$ cat src/design/htok_pkg.sv
// htok_pkg: phase codes, part tags, delimiter bytes and the tracker state word
// shared by the classifier and the top level of the http request tokenizer
// no dependencies
package htok_pkg;

    typedef enum logic [2:0] {
        PH_METHOD,
        PH_TARGET,
        PH_VERSION,
        PH_NAME,
        PH_VALUE,
        PH_BODY
    } htok_phase_t;

    localparam logic [2:0] PART_DROP    = 3'd0;
    localparam logic [2:0] PART_METHOD  = 3'd1;
    localparam logic [2:0] PART_TARGET  = 3'd2;
    localparam logic [2:0] PART_VERSION = 3'd3;
    localparam logic [2:0] PART_NAME    = 3'd4;
    localparam logic [2:0] PART_VALUE   = 3'd5;
    localparam logic [2:0] PART_BODY    = 3'd6;

    localparam logic [7:0] CH_SPACE = 8'd32;
    localparam logic [7:0] CH_COLON = 8'd58;
    localparam logic [7:0] CH_CR    = 8'd13;
    localparam logic [7:0] CH_LF    = 8'd10;

    localparam logic [3:0] VERSION_LEN = 4'd8;
    localparam logic [3:0] VERSION_POS_MAX = 4'd9;

    typedef struct packed {
        htok_phase_t phase;
        logic [3:0]  version_pos;
        logic        version_mismatch;
        logic        space_skip;
        logic        line_empty;
    } htok_state_t;

    localparam htok_state_t STATE_RESET = '{
        phase:            PH_METHOD,
        version_pos:      4'd0,
        version_mismatch: 1'b0,
        space_skip:       1'b0,
        line_empty:       1'b1
    };

    typedef struct packed {
        logic [2:0] part;
        logic       token_end;
        logic       close_header;
    } htok_tag_t;

    // expected text HTTP/1.1
    function automatic logic [7:0] version_char(input logic [2:0] pos);
        logic [7:0] c;
        case (pos)
            3'd0:    c = 8'h48;
            3'd1:    c = 8'h54;
            3'd2:    c = 8'h54;
            3'd3:    c = 8'h50;
            3'd4:    c = 8'h2f;
            3'd5:    c = 8'h31;
            3'd6:    c = 8'h2e;
            default: c = 8'h31;
        endcase
        return c;
    endfunction

endpackage

$ cat src/design/htok_classify.sv
// htok_classify: tags one request byte and computes the next tracker state
// depends on htok_pkg
module htok_classify
    import htok_pkg::*;
(
    input  htok_state_t st,
    input  logic [7:0]  in_byte,
    output htok_state_t st_next,
    output htok_tag_t   tag
);

    always_comb
    begin
        st_next = st;
        tag     = '{part: PART_DROP, token_end: 1'b0, close_header: 1'b0};
        unique case (st.phase)
            PH_METHOD:
            begin
                if (in_byte == CH_SPACE)
                begin
                    tag.token_end = 1'b1;
                    st_next.phase = PH_TARGET;
                end
                else
                begin
                    tag.part = PART_METHOD;
                end
            end
            PH_TARGET:
            begin
                if (in_byte == CH_SPACE)
                begin
                    tag.token_end = 1'b1;
                    st_next.phase = PH_VERSION;
                end
                else
                begin
                    tag.part = PART_TARGET;
                end
            end
            PH_VERSION:
            begin
                if (in_byte == CH_CR)
                begin
                    tag.part = PART_DROP;
                end
                else if (in_byte == CH_LF)
                begin
                    tag.token_end = 1'b1;
                    if (st.version_pos != VERSION_LEN)
                    begin
                        st_next.version_mismatch = 1'b1;
                    end
                    st_next.phase      = PH_NAME;
                    st_next.line_empty = 1'b1;
                end
                else
                begin
                    tag.part = PART_VERSION;
                    if (st.version_pos < VERSION_LEN)
                    begin
                        if (in_byte != version_char(st.version_pos[2:0]))
                        begin
                            st_next.version_mismatch = 1'b1;
                        end
                    end
                    else
                    begin
                        st_next.version_mismatch = 1'b1;
                    end
                    if (st.version_pos < VERSION_POS_MAX)
                    begin
                        st_next.version_pos = st.version_pos + 4'd1;
                    end
                end
            end
            PH_NAME:
            begin
                if (in_byte == CH_CR)
                begin
                    tag.part = PART_DROP;
                end
                else if (in_byte == CH_LF)
                begin
                    if (st.line_empty)
                    begin
                        st_next.phase = PH_BODY;
                    end
                    else
                    begin
                        tag.token_end      = 1'b1;
                        tag.close_header   = 1'b1;
                        st_next.line_empty = 1'b1;
                    end
                end
                else if (in_byte == CH_COLON)
                begin
                    tag.token_end      = 1'b1;
                    st_next.phase      = PH_VALUE;
                    st_next.space_skip = 1'b1;
                    st_next.line_empty = 1'b0;
                end
                else
                begin
                    tag.part           = PART_NAME;
                    st_next.line_empty = 1'b0;
                end
            end
            PH_VALUE:
            begin
                st_next.space_skip = 1'b0;
                if (st.space_skip && in_byte == CH_SPACE)
                begin
                    tag.part = PART_DROP;
                end
                else if (in_byte == CH_CR)
                begin
                    tag.part = PART_DROP;
                end
                else if (in_byte == CH_LF)
                begin
                    tag.token_end      = 1'b1;
                    tag.close_header   = 1'b1;
                    st_next.phase      = PH_NAME;
                    st_next.line_empty = 1'b1;
                end
                else
                begin
                    tag.part = PART_VALUE;
                end
            end
            PH_BODY:
            begin
                tag.part = PART_BODY;
            end
            default:
            begin
                tag.part = PART_BODY;
            end
        endcase
    end

endmodule

$ cat src/design/http_request_tokenizer_top.sv
// http_request_tokenizer_top: byte tagger for http/1.1 requests with valid/stall ports
// depends on htok_pkg and htok_classify
// One word (a request byte) is accepted per clock unless in_stall is high, and yields
// exactly one tagged word. Throughput is one word per cycle while out_stall is low. A word
// accepted enters the input register, moves into the result register once that register is
// free or out_stall is low, and shows out_valid from then on. The rate is set by the loop
// through the phase tracker and header counter, updated as each word moves from
// the input register into the result register. A word marked last returns all state
// to reset. header_number is the header count before the word, saturating at
// MAX_HEADERS and showing its low five bits.
module http_request_tokenizer_top
    import htok_pkg::*;
#(
    parameter int MAX_HEADERS = 16
)
(
    input  logic       clk,
    input  logic       rst_n,
    input  logic       in_valid,
    output logic       in_stall,
    input  logic [7:0] in_byte,
    input  logic       in_last,
    output logic       out_valid,
    input  logic       out_stall,
    output logic [7:0] out_byte,
    output logic [2:0] part,
    output logic [4:0] header_number,
    output logic       token_end,
    output logic       version_bad,
    output logic       header_overflow,
    output logic       out_last
);

    localparam int CW = $clog2(MAX_HEADERS + 1);
    localparam logic [CW-1:0] COUNT_MAX = CW'(MAX_HEADERS);

    logic          s1_valid_reg;
    logic [7:0]    s1_byte_reg;
    logic          s1_last_reg;
    logic          s1_adv;
    logic          in_accept;

    htok_state_t   st_reg;
    htok_state_t   st_next;
    htok_tag_t     tag;
    logic [CW-1:0] count_reg;
    logic [CW-1:0] count_next;
    logic          ovf_reg;
    logic          ovf_next;
    logic [CW+4:0] count_ext;

    logic          out_valid_reg;
    logic [7:0]    out_byte_reg;
    logic [2:0]    part_reg;
    logic [4:0]    hnum_reg;
    logic          tend_reg;
    logic          vbad_reg;
    logic          ovf_out_reg;
    logic          last_reg;

    assign s1_adv    = s1_valid_reg && (!out_valid_reg || !out_stall);
    assign in_stall  = s1_valid_reg && !s1_adv;
    assign in_accept = in_valid && !in_stall;

    htok_classify u_classify (
        .st      (st_reg),
        .in_byte (s1_byte_reg),
        .st_next (st_next),
        .tag     (tag)
    );

    always_comb
    begin
        count_next = count_reg;
        ovf_next   = ovf_reg;
        if (tag.close_header)
        begin
            if (count_reg == COUNT_MAX)
            begin
                ovf_next = 1'b1;
            end
            else
            begin
                count_next = count_reg + CW'(1);
            end
        end
    end

    assign count_ext = {5'd0, count_reg};

    always_ff @(posedge clk or negedge rst_n)
    begin
        if (!rst_n)
        begin
            s1_valid_reg <= 1'b0;
        end
        else if (in_accept)
        begin
            s1_valid_reg <= 1'b1;
        end
        else if (s1_adv)
        begin
            s1_valid_reg <= 1'b0;
        end
    end

    always_ff @(posedge clk)
    begin
        if (in_accept)
        begin
            s1_byte_reg <= in_byte;
            s1_last_reg <= in_last;
        end
    end

    always_ff @(posedge clk or negedge rst_n)
    begin
        if (!rst_n)
        begin
            st_reg    <= STATE_RESET;
            count_reg <= '0;
            ovf_reg   <= 1'b0;
        end
        else if (s1_adv)
        begin
            if (s1_last_reg)
            begin
                st_reg    <= STATE_RESET;
                count_reg <= '0;
                ovf_reg   <= 1'b0;
            end
            else
            begin
                st_reg    <= st_next;
                count_reg <= count_next;
                ovf_reg   <= ovf_next;
            end
        end
    end

    always_ff @(posedge clk or negedge rst_n)
    begin
        if (!rst_n)
        begin
            out_valid_reg <= 1'b0;
        end
        else if (s1_adv)
        begin
            out_valid_reg <= 1'b1;
        end
        else if (!out_stall)
        begin
            out_valid_reg <= 1'b0;
        end
    end

    always_ff @(posedge clk)
    begin
        if (s1_adv)
        begin
            out_byte_reg <= s1_byte_reg;
            part_reg     <= tag.part;
            hnum_reg     <= count_ext[4:0];
            tend_reg     <= tag.token_end;
            vbad_reg     <= st_next.version_mismatch;
            ovf_out_reg  <= ovf_next;
            last_reg     <= s1_last_reg;
        end
    end

    assign out_valid       = out_valid_reg;
    assign out_byte        = out_byte_reg;
    assign part            = part_reg;
    assign header_number   = hnum_reg;
    assign token_end       = tend_reg;
    assign version_bad     = vbad_reg;
    assign header_overflow = ovf_out_reg;
    assign out_last        = last_reg;

    a_count_bound: assert property (@(posedge clk) disable iff (!rst_n)
        count_reg <= COUNT_MAX)
        else $error("header count beyond limit");

    a_tend_drop: assert property (@(posedge clk) disable iff (!rst_n)
        out_valid_reg && tend_reg |-> part_reg == PART_DROP)
        else $error("token end on a non-delimiter word");

    a_ovf_saturated: assert property (@(posedge clk) disable iff (!rst_n)
        out_valid_reg && ovf_out_reg |-> hnum_reg == 5'(MAX_HEADERS))
        else $error("overflow without saturated header number");

    a_last_resets: assert property (@(posedge clk) disable iff (!rst_n)
        out_valid_reg && last_reg |-> st_reg == STATE_RESET && count_reg == '0 && !ovf_reg)
        else $error("state not cleared after last word");

endmodule

$ cat config.mk
export PLATFORM = sky130hd
export DESIGN_NAME = http_request_tokenizer_top
export DESIGN_NICKNAME = d
export VERILOG_FILES = /design/src/design/htok_pkg.sv /design/src/design/htok_classify.sv /design/src/design/http_request_tokenizer_top.sv
export SDC_FILE = /design/constraint.sdc
export NUM_CORES = 1
export LEC_CHECK = 0
export CORE_ASPECT_RATIO = 1.1
export CORE_MARGIN = 8
export CORE_UTILIZATION = 56
export DETAILED_ROUTE_END_ITERATION = 16
export DONT_BUFFER_PORTS = 1
export PLACE_DENSITY = 0.72
export SLEW_MARGIN = 25
export SYNTH_ARGS = -nofsm -noshare
export SYNTH_HDL_FRONTEND = slang
export SYNTH_SLANG_ARGS = --single-unit
$ cat constraint.sdc
create_clock -name clk -period 1.9 [get_ports clk]
set_input_delay 0.095 -clock clk [delete_from_list [all_inputs] [get_ports clk]]
set_output_delay 0.095 -clock clk [all_outputs]
set_load 0.05 [all_outputs]
==> results.sh <==
export IMPL_status="complete, but fails checks"
export IMPL_violations="negative setup slack"
export IMPL_fmax_ghz=0.514
export IMPL_dp_cells=308
export IMPL_die_area_sq_mm=0.00669
export IMPL_pwr_share_comb=0.286
export IMPL_syn_inst=223
export IMPL_synth_cell_area_sq_mm=0.00242
export IMPL_largest_reg_flops=10
export IMPL_clk_pin_slew_ns=0.09
export IMPL_peakVddDrop_uv=585
export IMPL_diodes=0
export IMPL_synth_nets=244
export IMPL_cts_tree="yes"
export IMPL_skew_ns=0.00915
export IMPL_portBuffers=0
export IMPL_hp_class="primary input to flop"
export IMPL_synth_seq_area_share=0.545
export IMPL_clock_latency_ns=0.30
export IMPL_min_path_cells=1
export IMPL_worst_pin_slew_ns=0.911
export IMPL_drc=0
export IMPL_fillCellCount=291
export IMPL_h_tree_depth=2
export IMPL_clk_path_buf_depth=2
export IMPL_crit_arrival_ns=2.18
export IMPL_die_width_microns=78.7
export IMPL_routabilityCongestion=0.926
export IMPL_synth_distinct_cells=51
export IMPL_ys_ff_latch=47
export IMPL_switchingPower_uw=1100
export IMPL_p_leak_uw=0.00122
export IMPL_synth_common_cells="29 x edfxtp_1, 17 x dfrtp_1, 17 x o21ai_0, 16 x nor2_1, 15 x inv_1"
export IMPL_slew_viol_final=0
export IMPL_hold_violations=0
export IMPL_r2r_start="s1_byte_reg[1]"
export IMPL_finalCritPeriodShare=1.02
export IMPL_power_switching_share=0.369
export IMPL_yosysTopAreaCellShare=0.359
export IMPL_numCtsBuffers=5
export IMPL_grt_first_pass_wirelength_microns=9560
export IMPL_cts_root_buf="clkbuf_8"
export IMPL_power_uw=2970
export IMPL_rows=25
export IMPL_synth_edf_count=29
export IMPL_layoutNonFillerInstCount=331
export IMPL_holdWs_ns=0.241
export IMPL_initial_core_util=0.574
export IMPL_postLayoutCellArea_sq_mm=0.00305
export IMPL_worstHoldStart="in_valid"
export IMPL_drt_iter0_drc=161
export IMPL_reg2reg_depth=6
export IMPL_grt_max_degree=19
export IMPL_final_nets=297
export IMPL_grt_ovfl_total=0
export IMPL_synth_most_common_cell="edfxtp_1"
export IMPL_async_reset_ff_frac=0.383
export IMPL_cts_sinks=47
export IMPL_drt_pass1_iter_count=4
export IMPL_post_drt_via_cell_ratio=5.99
export IMPL_power_density_mw_per_mm2=973
export IMPL_fp_dieH_microns=85.0
export IMPL_io_pin_count=35
export IMPL_grt_antenna_before_repair=0
export IMPL_rsz0062_at_grt="true"
export IMPL_dp_hpwl_microns=4260
export IMPL_finalSetupViolCount=2
export IMPL_hold_end="s1_byte_reg[7]"
export IMPL_yosys_area_top_type="edfxtp_1"
export IMPL_drive_above_1_share=0.256
export IMPL_clockPowerShare=0.198
export IMPL_syn_to_final_growth_pct=26.0
export IMPL_core_area_sq_mm=0.00422
export IMPL_p_int_uw=1880
export IMPL_cap_viol_max_count=0
export IMPL_routedWlPerCell_microns=18.2
export IMPL_ys_flop_type="edfxtp_1"
export IMPL_critPathMaxFanout=4
export IMPL_seqPwrFrac=0.516
export IMPL_r2r_setup_slack_ns=-0.05
export IMPL_post_dp_cell_area_sq_mm=0.00275
export IMPL_cp_start_kind="flop"
export IMPL_crit_type="flop to flop"
export IMPL_layout_setup_ws_ns=-0.0468
export IMPL_reg2reg_to="count_reg[2]"
export IMPL_cp_required_ns=2.13
export IMPL_vias=1984
export IMPL_grt_usage=0.179
export IMPL_slew_headroom=0.391
export IMPL_yosys_warnings=0
export IMPL_end_kind="flop"
export IMPL_period_needed_ns=1.95
export IMPL_syn_area_per_cell_sq_um=10.9
export IMPL_postRouteAntennaNets=0
export IMPL_grt_pass1_vias=2036
export IMPL_wirelength_microns=6020
export IMPL_synth_area_leaders="edfxtp_1 36%, dfrtp_1 18%, ha_1 4.1%"
-- area by class of cell --
| cell class | count | area (sq um) | area share |
|---|---|---|---|
| Clock inverter | 3 | 20.0 | 0.00655 |
| Clock buffer | 5 | 68.8 | 0.0225 |
| Timing Repair Buffer | 54 | 445 | 0.146 |
| Sequential cell | 47 | 1320 | 0.433 |
| Inverter | 15 | 56.3 | 0.0184 |
| Tap cell | 54 | 67.6 | 0.0221 |
| Multi-Input combinational cell | 153 | 1070 | 0.351 |
-- placed cells by master, fill, tap and decap left out, types with 7 or more instances in the layout --
cell type	instances
a21oi_1	7
a31oi_1	7
buf_4	39
dfrtp_1	16
dlygate4sd3_1	13
edfxtp_1	29
ha_1	8
inv_1	15
nand2_1	11
nor2_1	14
nor3_1	8
o21ai_0	16
-- stage by stage --
stage	setup WS (ns)	util	TNS [ns]
3_5_place_dp	-0.0906	0.651	-0.101
2_1_floorplan	-0.0130	-	-0.0192
6_report	-0.0468	0.723	-0.0562
4_1_cts	-0.0197	0.711	-0.0197
3_3_place_gp	0.00932	0.651	0
5_1_grt	-0.106	0.723	-0.309
-- logic make-up after synthesis --
family	Yosys count	share of synthesized area
XOR/XNOR	5	0.0181
adder cells (fa/ha/maj)	8	0.0413
buffers and inverters	23	0.0387
flip-flops	47	0.545
multiplexers	3	0.0129
AO/OA/AOI/OAI	57	0.149
AND/OR/NAND/NOR	80	0.195
-- layer usage --
layer | track usage | wire length [microns] | vias to the layer above
met5 | 0 | 0 | -
met4 | 0.0843 | 83 | 0
met3 | 0.0359 | 265 | 8
met2 | 0.308 | 3160 | 69
met1 | 0.206 | 2510 | 974
li1 | - | - | 933
-- worst max-delay path by stage --
stage,cells past startpoint,startpoint,end
2_1_floorplan,5,s1_byte_reg[2],count_reg[2]
3_3_place_gp,6,s1_byte_reg[4],st_reg[8]
3_5_place_dp,6,s1_byte_reg[4],st_reg[8]
4_1_cts,6,s1_byte_reg[1],count_reg[2]
5_1_grt,6,s1_byte_reg[1],count_reg[2]
6_report,6,s1_byte_reg[1],count_reg[2]
-- timing repair --
| item | 4_1_cts | 5_1_grt |
|---|---|---|
| hold buffers | 13 | 0 |
| hold endpoints to repair | 29 | 0 |
| setup endpoints to repair | 3 | 14 |
| cloned | 0 | 0 |
| pin swaps | 2 | 7 |
| buffers inserted | 2 | 0 |
| resized for setup | 5 | 14 |
-- power by group through the flow --
stage                     logic [uW]  clock network, uW  registers (uW)
final                            850                590            1530
after detailed placement         753                  0            1550
after global placement           737                  0            1540
after global routing             935                633            1550
after floorplan                  532                  0            1520
after CTS                        797                599            1530
-- critical path: stages, from the launching register on --
cell,delay (ns)
edfxtp_1,0.41
buf_6,0.13
and4bb_2,0.29
nand2_2,0.08
or4_4,0.52
or3_1,0.33
a21oi_2,0.12
(Power assumes the default switching activity.)
